`src/rtl/h2d_pkg.sv`:
```
package h2d_pkg;

  localparam int DEC_DIGITS = 64;
  localparam int DIG_W      = 4;
  localparam int CNT_W      = $clog2(DEC_DIGITS + 1);

  localparam logic [7:0] ASC_0 = 8'd48;
  localparam logic [7:0] ASC_9 = 8'd57;
  localparam logic [7:0] ASC_A = 8'd65;
  localparam logic [7:0] ASC_F = 8'd70;

  typedef enum logic [1:0] {
    ST_OK  = 2'd0,
    ST_BAD = 2'd1,
    ST_OVF = 2'd2
  } status_t;

  typedef enum logic [1:0] {
    CELL_HOLD  = 2'd0,
    CELL_DBL   = 2'd1,
    CELL_SHIFT = 2'd2,
    CELL_CLR   = 2'd3
  } cell_op_t;

  typedef struct packed {
    cell_op_t op;
    logic     bit_in;
  } cell_ctrl_t;

  // Bit 4 set marks a character that is not an accepted hex digit.
  function automatic logic [4:0] hex_value(input logic [7:0] c);
    logic [4:0] r;
    r = {1'b1, 4'd0};
    if (c >= ASC_0 && c <= ASC_9) begin
      r = {1'b0, 4'(c - ASC_0)};
    end else if (c >= ASC_A && c <= ASC_F) begin
      r = {1'b0, 4'(c - ASC_A) + 4'd10};
    end
    return r;
  endfunction

endpackage

```
`src/rtl/h2d_cell.sv`:
```
module h2d_cell
  import h2d_pkg::*;
(
  input  logic             clk,
  input  logic             rst_n,
  input  cell_op_t         op,
  input  logic             bit_in,
  input  logic [DIG_W-1:0] digit_in,
  output logic             carry_out,
  output logic [DIG_W-1:0] digit_out
);

  logic [DIG_W-1:0] digit_r;
  logic [DIG_W-1:0] digit_nxt;
  logic [DIG_W-1:0] adj;

  assign carry_out = (digit_r >= 4'd5);
  assign adj       = carry_out ? (digit_r + 4'd3) : digit_r;
  assign digit_out = digit_r;

  always_comb begin
    unique case (op)
      CELL_HOLD:  digit_nxt = digit_r;
      CELL_DBL:   digit_nxt = {adj[DIG_W-2:0], bit_in};
      CELL_SHIFT: digit_nxt = digit_in;
      CELL_CLR:   digit_nxt = '0;
      default:    digit_nxt = digit_r;
    endcase
  end

  always_ff @(posedge clk) begin
    if (!rst_n) begin
      digit_r <= '0;
    end else begin
      digit_r <= digit_nxt;
    end
  end

endmodule

```
`src/rtl/h2d_chain.sv`:
```
module h2d_chain
  import h2d_pkg::*;
(
  input  logic             clk,
  input  logic             rst_n,
  input  cell_ctrl_t       ctrl,
  output logic             top_carry,
  output logic [DIG_W-1:0] top_digit
);

  logic             carry [DEC_DIGITS];
  logic [DIG_W-1:0] digit [DEC_DIGITS];

  genvar i;
  generate
    for (i = 0; i < DEC_DIGITS; i++) begin : g_cell
      if (i == 0) begin : g_first
        h2d_cell u_cell (
          .clk       (clk),
          .rst_n     (rst_n),
          .op        (ctrl.op),
          .bit_in    (ctrl.bit_in),
          .digit_in  ('0),
          .carry_out (carry[i]),
          .digit_out (digit[i])
        );
      end else begin : g_next
        h2d_cell u_cell (
          .clk       (clk),
          .rst_n     (rst_n),
          .op        (ctrl.op),
          .bit_in    (carry[i-1]),
          .digit_in  (digit[i-1]),
          .carry_out (carry[i]),
          .digit_out (digit[i])
        );
      end
    end
  endgenerate

  assign top_carry = carry[DEC_DIGITS-1];
  assign top_digit = digit[DEC_DIGITS-1];

endmodule

```
`src/rtl/hex_string_to_decimal_digits_top.sv`:
```
// Channel   Handshake             Payload
// input     start / busy          in_char_code, in_last_char
// result    out_strobe            out_dec_digit, out_last_digit, out_status
//
// A hex digit goes through the row of decimal cells one bit per cycle, its top bit
// in its accept cycle and the other three in S_DABBLE.
// An invalid character, or one that follows an error, does not leave S_IDLE.
// A last digit that fits moves to S_EMIT to shift the store out of the top cell,
// one registered result per cycle from the first nonzero on, a lone 0 if all zero.
// Reset is synchronous and clears the cells and the error flags.
// Results cannot be stalled; each is shown for exactly one cycle.
module hex_string_to_decimal_digits_top
  import h2d_pkg::*;
(
  input  logic             clk,
  input  logic             rst_n,
  input  logic             start,
  output logic             busy,
  input  logic [7:0]       in_char_code,
  input  logic             in_last_char,
  output logic             out_strobe,
  output logic [DIG_W-1:0] out_dec_digit,
  output logic             out_last_digit,
  output logic [1:0]       out_status
);

  typedef enum logic [2:0] {
    S_IDLE   = 3'b001,
    S_DABBLE = 3'b010,
    S_EMIT   = 3'b100
  } state_t;

  state_t           state_r, state_nxt;
  logic [2:0]       vbits_r, vbits_nxt;
  logic [1:0]       bcnt_r, bcnt_nxt;
  logic             last_r, last_nxt;
  logic             bad_r, bad_nxt;
  logic             ovf_r, ovf_nxt;
  logic [CNT_W-1:0] cnt_r, cnt_nxt;
  logic             started_r, started_nxt;
  logic             strobe_r, strobe_nxt;
  logic [DIG_W-1:0] digit_r, digit_nxt;
  logic             olast_r, olast_nxt;
  status_t          status_r, status_nxt;

  cell_ctrl_t       ctrl;
  logic             top_carry;
  logic [DIG_W-1:0] top_digit;
  logic [4:0]       hv;
  logic             ovf_now;

  h2d_chain u_chain (
    .clk       (clk),
    .rst_n     (rst_n),
    .ctrl      (ctrl),
    .top_carry (top_carry),
    .top_digit (top_digit)
  );

  assign hv      = hex_value(in_char_code);
  assign ovf_now = ovf_r | top_carry;
  assign busy    = (state_r != S_IDLE);

  always_comb begin
    state_nxt   = state_r;
    vbits_nxt   = vbits_r;
    bcnt_nxt    = bcnt_r;
    last_nxt    = last_r;
    bad_nxt     = bad_r;
    ovf_nxt     = ovf_r;
    cnt_nxt     = cnt_r;
    started_nxt = started_r;
    strobe_nxt  = 1'b0;
    digit_nxt   = '0;
    olast_nxt   = 1'b0;
    status_nxt  = ST_OK;
    ctrl.op     = CELL_HOLD;
    ctrl.bit_in = 1'b0;
    unique case (state_r)
      S_IDLE: begin
        if (start) begin
          last_nxt = in_last_char;
          if (hv[4]) begin
            ctrl.op = CELL_CLR;
            bad_nxt = 1'b1;
            if (in_last_char) begin
              strobe_nxt = 1'b1;
              olast_nxt  = 1'b1;
              status_nxt = ST_BAD;
              bad_nxt    = 1'b0;
              ovf_nxt    = 1'b0;
            end
          end else if (bad_r || ovf_r) begin
            if (in_last_char) begin
              strobe_nxt = 1'b1;
              olast_nxt  = 1'b1;
              status_nxt = bad_r ? ST_BAD : ST_OVF;
              bad_nxt    = 1'b0;
              ovf_nxt    = 1'b0;
            end
          end else begin
            ctrl.op     = CELL_DBL;
            ctrl.bit_in = hv[3];
            vbits_nxt   = hv[2:0];
            bcnt_nxt    = 2'd2;
            ovf_nxt     = ovf_now;
            state_nxt   = S_DABBLE;
          end
        end
      end
      S_DABBLE: begin
        ctrl.op     = CELL_DBL;
        ctrl.bit_in = vbits_r[2];
        vbits_nxt   = {vbits_r[1:0], 1'b0};
        ovf_nxt     = ovf_now;
        bcnt_nxt    = bcnt_r - 2'd1;
        if (bcnt_r == 2'd0) begin
          state_nxt = S_IDLE;
          if (ovf_now) begin
            ctrl.op = CELL_CLR;
            if (last_r) begin
              strobe_nxt = 1'b1;
              olast_nxt  = 1'b1;
              status_nxt = ST_OVF;
              ovf_nxt    = 1'b0;
            end
          end else if (last_r) begin
            state_nxt   = S_EMIT;
            cnt_nxt     = CNT_W'(DEC_DIGITS);
            started_nxt = 1'b0;
          end
        end
      end
      S_EMIT: begin
        ctrl.op = CELL_SHIFT;
        cnt_nxt = cnt_r - CNT_W'(1);
        if (started_r || (top_digit != '0) || (cnt_r == CNT_W'(1))) begin
          strobe_nxt  = 1'b1;
          digit_nxt   = top_digit;
          olast_nxt   = (cnt_r == CNT_W'(1));
          started_nxt = 1'b1;
        end
        if (cnt_r == CNT_W'(1)) begin
          state_nxt = S_IDLE;
        end
      end
      default: begin
        state_nxt = S_IDLE;
      end
    endcase
  end

  always_ff @(posedge clk) begin
    if (!rst_n) begin
      state_r   <= S_IDLE;
      bad_r     <= 1'b0;
      ovf_r     <= 1'b0;
      strobe_r  <= 1'b0;
      bcnt_r    <= '0;
      cnt_r     <= '0;
      started_r <= 1'b0;
      last_r    <= 1'b0;
    end else begin
      state_r   <= state_nxt;
      bad_r     <= bad_nxt;
      ovf_r     <= ovf_nxt;
      strobe_r  <= strobe_nxt;
      bcnt_r    <= bcnt_nxt;
      cnt_r     <= cnt_nxt;
      started_r <= started_nxt;
      last_r    <= last_nxt;
    end
  end

  always_ff @(posedge clk) begin
    vbits_r  <= vbits_nxt;
    digit_r  <= digit_nxt;
    olast_r  <= olast_nxt;
    status_r <= status_nxt;
  end

  assign out_strobe     = strobe_r;
  assign out_dec_digit  = digit_r;
  assign out_last_digit = olast_r;
  assign out_status     = status_r;

`ifndef SYNTHESIS
  a_digit_range: assert property (@(posedge clk) disable iff (!rst_n)
    out_strobe |-> (out_dec_digit <= 4'd9))
    else $error("decimal digit out of range");

  a_error_form: assert property (@(posedge clk) disable iff (!rst_n)
    (out_strobe && (out_status != ST_OK)) |-> (out_last_digit && (out_dec_digit == '0)))
    else $error("error transaction is not a single final zero");

  a_last_idle: assert property (@(posedge clk) disable iff (!rst_n)
    (out_strobe && out_last_digit) |-> !busy)
    else $error("still busy after the final result");

  a_mid_quiet: assert property (@(posedge clk) disable iff (!rst_n)
    (start && !busy && !in_last_char) |=> !out_strobe)
    else $error("result after a character that is not the last");
`endif

endmodule
```
`config.mk`:
```
export PLATFORM = sky130hd
export DESIGN_NAME = hex_string_to_decimal_digits_top
export DESIGN_NICKNAME = d
export VERILOG_FILES = /design/src/rtl/h2d_pkg.sv /design/src/rtl/h2d_cell.sv /design/src/rtl/h2d_chain.sv /design/src/rtl/hex_string_to_decimal_digits_top.sv
export SDC_FILE = /design/constraint.sdc
export NUM_CORES = 1
export LEC_CHECK = 0
export BUFFER_PORTS_ARGS = -buffer_cell sky130_fd_sc_hd__buf_2
export CELL_PAD_IN_SITES_DETAIL_PLACEMENT = 1
export CELL_PAD_IN_SITES_GLOBAL_PLACEMENT = 2
export CORE_UTILIZATION = 45
export CTS_BUF_LIST = sky130_fd_sc_hd__clkbuf_8
export DETAILED_ROUTE_END_ITERATION = 8
export PLACE_DENSITY = 0.91
export SLEW_MARGIN = 25
export SYNTH_ARGS = -nofsm -noshare
export SYNTH_HDL_FRONTEND = slang
export SYNTH_HIERARCHICAL = 1
export SYNTH_SLANG_ARGS = --single-unit
```
`constraint.sdc`:
```
create_clock -name clk -period 53.1 [get_ports clk]
set_input_delay 10.62 -clock clk [delete_from_list [all_inputs] [get_ports clk]]
set_output_delay 10.62 -clock clk [all_outputs]
set_load 0.02 [all_outputs]
```
==> impl_metrics.tcl <==
set metrics [dict create \
    fin_worst_hold_slack_ps 468.6 \
    syn_inst 2296 \
    fillCellCount 5160 \
    die_area_um2 44690 \
    synth_cell_types 57 \
    period_share_pct 26.37 \
    cts_resized 0 \
    layout.core_utilization_pct 49.72 \
    grt_pass1_wl_um 77350 \
    io_pins 21 \
    clockBufferDepth 3 \
    fin_nets 2461 \
    path_cells "buf_2, inv_1, ha_1, or3b_2, nand4_1, nand2_1, o21ai_4, buf_4, buf_12, buf_4, mux2i_1, o32ai_2" \
    vias 16060 \
    seqPwrFrac_pct 43.0 \
    synth_top_area_share_pct 28.41 \
    cts_num_sinks 283 \
    clockRootBuffer "clkbuf_8" \
    dp_hpwl_um 28370 \
    place_congestion 0.7851 \
    die_h_um 211.4 \
    die_x_um 211.4 \
    slowest_delay_ps 710 \
    grt_util_all_layers_pct 19.97 \
    grt-ovfl-total 0 \
    slowest_stage "buf_4" \
    finalCriticalPeriod_ps 14000 \
    worst-path-buf-inv 5 \
    multi_input_area_um2 12720 \
    port_buffers 20 \
    min_path_type "reg -> reg" \
    worstPathRequired_ps 53580 \
    combPwrFrac_pct 16.9 \
    rsz0062_at_grt "false" \
    grt_max_degree 236 \
    swShare_pct 29.95 \
    ys_seq_area_share_pct 28.86 \
    synth_edf_count 3 \
    synthTopCellsByArea "dfxtp_1, mux2i_1, ha_1" \
    syn_area_um2 19730 \
    grt_pass1_vias 16550 \
    finalHoldViolCount 0 \
    initial_core_util_pct 45.71 \
    final-setup-viol-count 0 \
    path_common_cell "buf_4" \
    drcViolationCount 0 \
    reg2reg_slack_ps 48890 \
    drt-total-wl_um 44500 \
    fmax_mhz 71.42 \
    clk_latency_ps 640 \
    ys_dominant_reg_cell "dfxtp_1" \
    start_kind "primary input" \
    slew_headroom_pct 23.63 \
    p_leak_uw 0.009091 \
    final_max_slew_viol_count 0 \
    power.share.clock_pct 40.1 \
    ant_nets 0 \
    regArea_um2 5695 \
    syn_avg_cell_area_um2 8.594 \
    crit_path_max_fanout 174 \
    area_delta_synth_final_pct 8.782 \
    crit_arrival_ps 14490 \
    drive_above_1_share_pct 13.02 \
    row_count 76 \
    viasPerCell 5.468 \
    p_int_uw 375.2 \
    post_drt_wl_per_cell_um 15.15 \
    antenna_found_initial 1 \
    dr.pass1.iters 4 \
    htreeDepth 2 \
    drv_cap 0 \
    synth_warnings 6 \
    first_iter_violations 609 \
    critPathTopFamily "buffers and inverters" \
    postCtsHoldBufs 0 \
    clkTransAtPathRegs_ps 60 \
    skew_ps 22.08 \
    critPathKind "in -> reg" \
    outcome "finished, final reports clean" \
    cts_setup_buffers 0 \
    core_area_um2 43170 \
    worst_ir_drop_vdd_v 0.00001595 \
    cts_buffers 55 \
    cp-end-kind "flip-flop" \
    p_switching_uw 160.4 \
    cts_tree "built" \
    synth_largest_area_cell "dfxtp_1" \
    setup_tns_ps 0 \
    ys_ff_latch 283 \
    worst_pin_slew_ps 1146 \
    async_flop_share_pct 0 \
    power_density_nw_per_um2 24.95 \
]
==> final timing paths <==
check | cells after the start | startpoint | to
min reg2reg | 1 | bcnt_r[0] | bcnt_r[0]
max reg2reg | 13 | u_chain/g_cell[63].g_next.u_cell/digit_out[0] | u_chain/g_cell[39].g_next.u_cell/digit_out[2]
min | 1 | bcnt_r[0] | bcnt_r[0]
max | 12 | in_char_code[1] | u_chain/g_cell[39].g_next.u_cell/digit_out[2]
==> through the flow <==
| step | area, um2 | total power (uW) | setup slack (ps) | instances |
|---|---|---|---|---|
| after global routing | 21470 | 565.7 | 38840 | 2937 |
| after detailed placement | 20410 | 325.9 | 38480 | 2843 |
| after CTS | 21460 | 545.7 | 39190 | 2936 |
| after global placement | 20380 | 321.1 | 38610 | 2842 |
| final | 21470 | 535.6 | 39100 | 2937 |
| after floorplan | 19740 | 323.6 | 17490 | 2299 |
==> power by group through the flow <==
stage          Sequential, uW  Clock, uW  Combinational, uW
6_report                  230        215               90.7
5_1_grt                   232        233                101
4_1_cts                   230        224               91.5
3_5_place_dp              235          0               91.0
3_3_place_gp              235          0               86.5
2_1_floorplan             232          0               91.4
==> layout make-up <==
class | count | area share (%)
Multi-Input combinational cell | 1679 | 59.26
Sequential cell | 283 | 26.53
Inverter | 264 | 4.616
Clock buffer | 70 | 4.488
Tap cell | 585 | 3.410
Timing Repair Buffer | 32 | 1.253
Clock inverter | 23 | 0.4313
Antenna cell | 1 | 0.01166
==> routing by layer <==
| metal | vias up | GRT usage, % | share of wire (%) |
|---|---|---|---|
| li1 | 8127 | - | - |
| met1 | 7760 | 25.03 | 48 |
| met2 | 113 | 35.13 | 48 |
| met3 | 59 | 3.501 | 2.7 |
| met4 | 0 | 5.097 | 1.6 |
| met5 | - | 0 | 0 |
==> cell usage after synthesis, types with 2 or more instances <==
cell	instances
dfxtp_1	280
o21ai_0	269
inv_1	264
mux2i_1	258
nand2_1	208
ha_1	134
nand2b_1	133
nor3_1	133
a21oi_1	77
buf_2	69
a31oi_1	68
and2_1	68
nand3b_1	67
a21oi_2	64
mux2_4	64
o32ai_2	64
nor2_1	8
nand3_1	5
o31ai_1	4
or4_1	4
clkbuf_1	3
edfxtp_1	3
nor4_1	3
o211ai_1	3
or3_1	3
or3b_2	3
xnor2_1	3
a21boi_0	2
nand4bb_1	2
nor3b_1	2
or2_2	2
==> sequential cells by signal, summed over array words and instances, names as in the netlist <==
name,cells
bcnt_r,2
out_dec_digit,4
last_r,1
out_strobe,1
bad_r,1
started_r,1
u_chain/g_cell.g_first.u_cell/digit_out,4
vbits_r,3
u_chain/g_cell.g_next.u_cell/digit_out,252
ovf_r,1
state_r,3
cnt_r,7
out_status,2
out_last_digit,1
==> layout by cell type (no fill, tap or decap), drive strengths merged, types with 2 or more instances in the layout <==
cell type / count
inv: 284
dfxtp: 280
o21ai: 270
mux2i: 258
nand2: 208
a21oi: 141
ha: 134
nand2b: 133
nor3: 133
clkbuf: 71
and2: 69
a31oi: 68
nand3b: 67
o32ai: 65
mux2: 64
buf: 31
nor2: 8
nand3: 5
or4: 4
o31ai: 4
conb: 4
or3b: 4
nor4: 3
o211ai: 3
xnor2: 3
or3: 3
edfxtp: 3
or2: 3
nand4bb: 2
nor3b: 2
a21boi: 2
clkinv: 2
==> cells by family after synthesis <==
kind of cell	share of synthesized area, %
compound gates	19.99
xor+xnor	0.1776
fa+ha+maj	8.497
buf+inv	6.848
flops	28.86
mux	17.96
other cells	0.01900
simple gates	17.65
No activity file was read; power rests on OpenSTA's default activity.
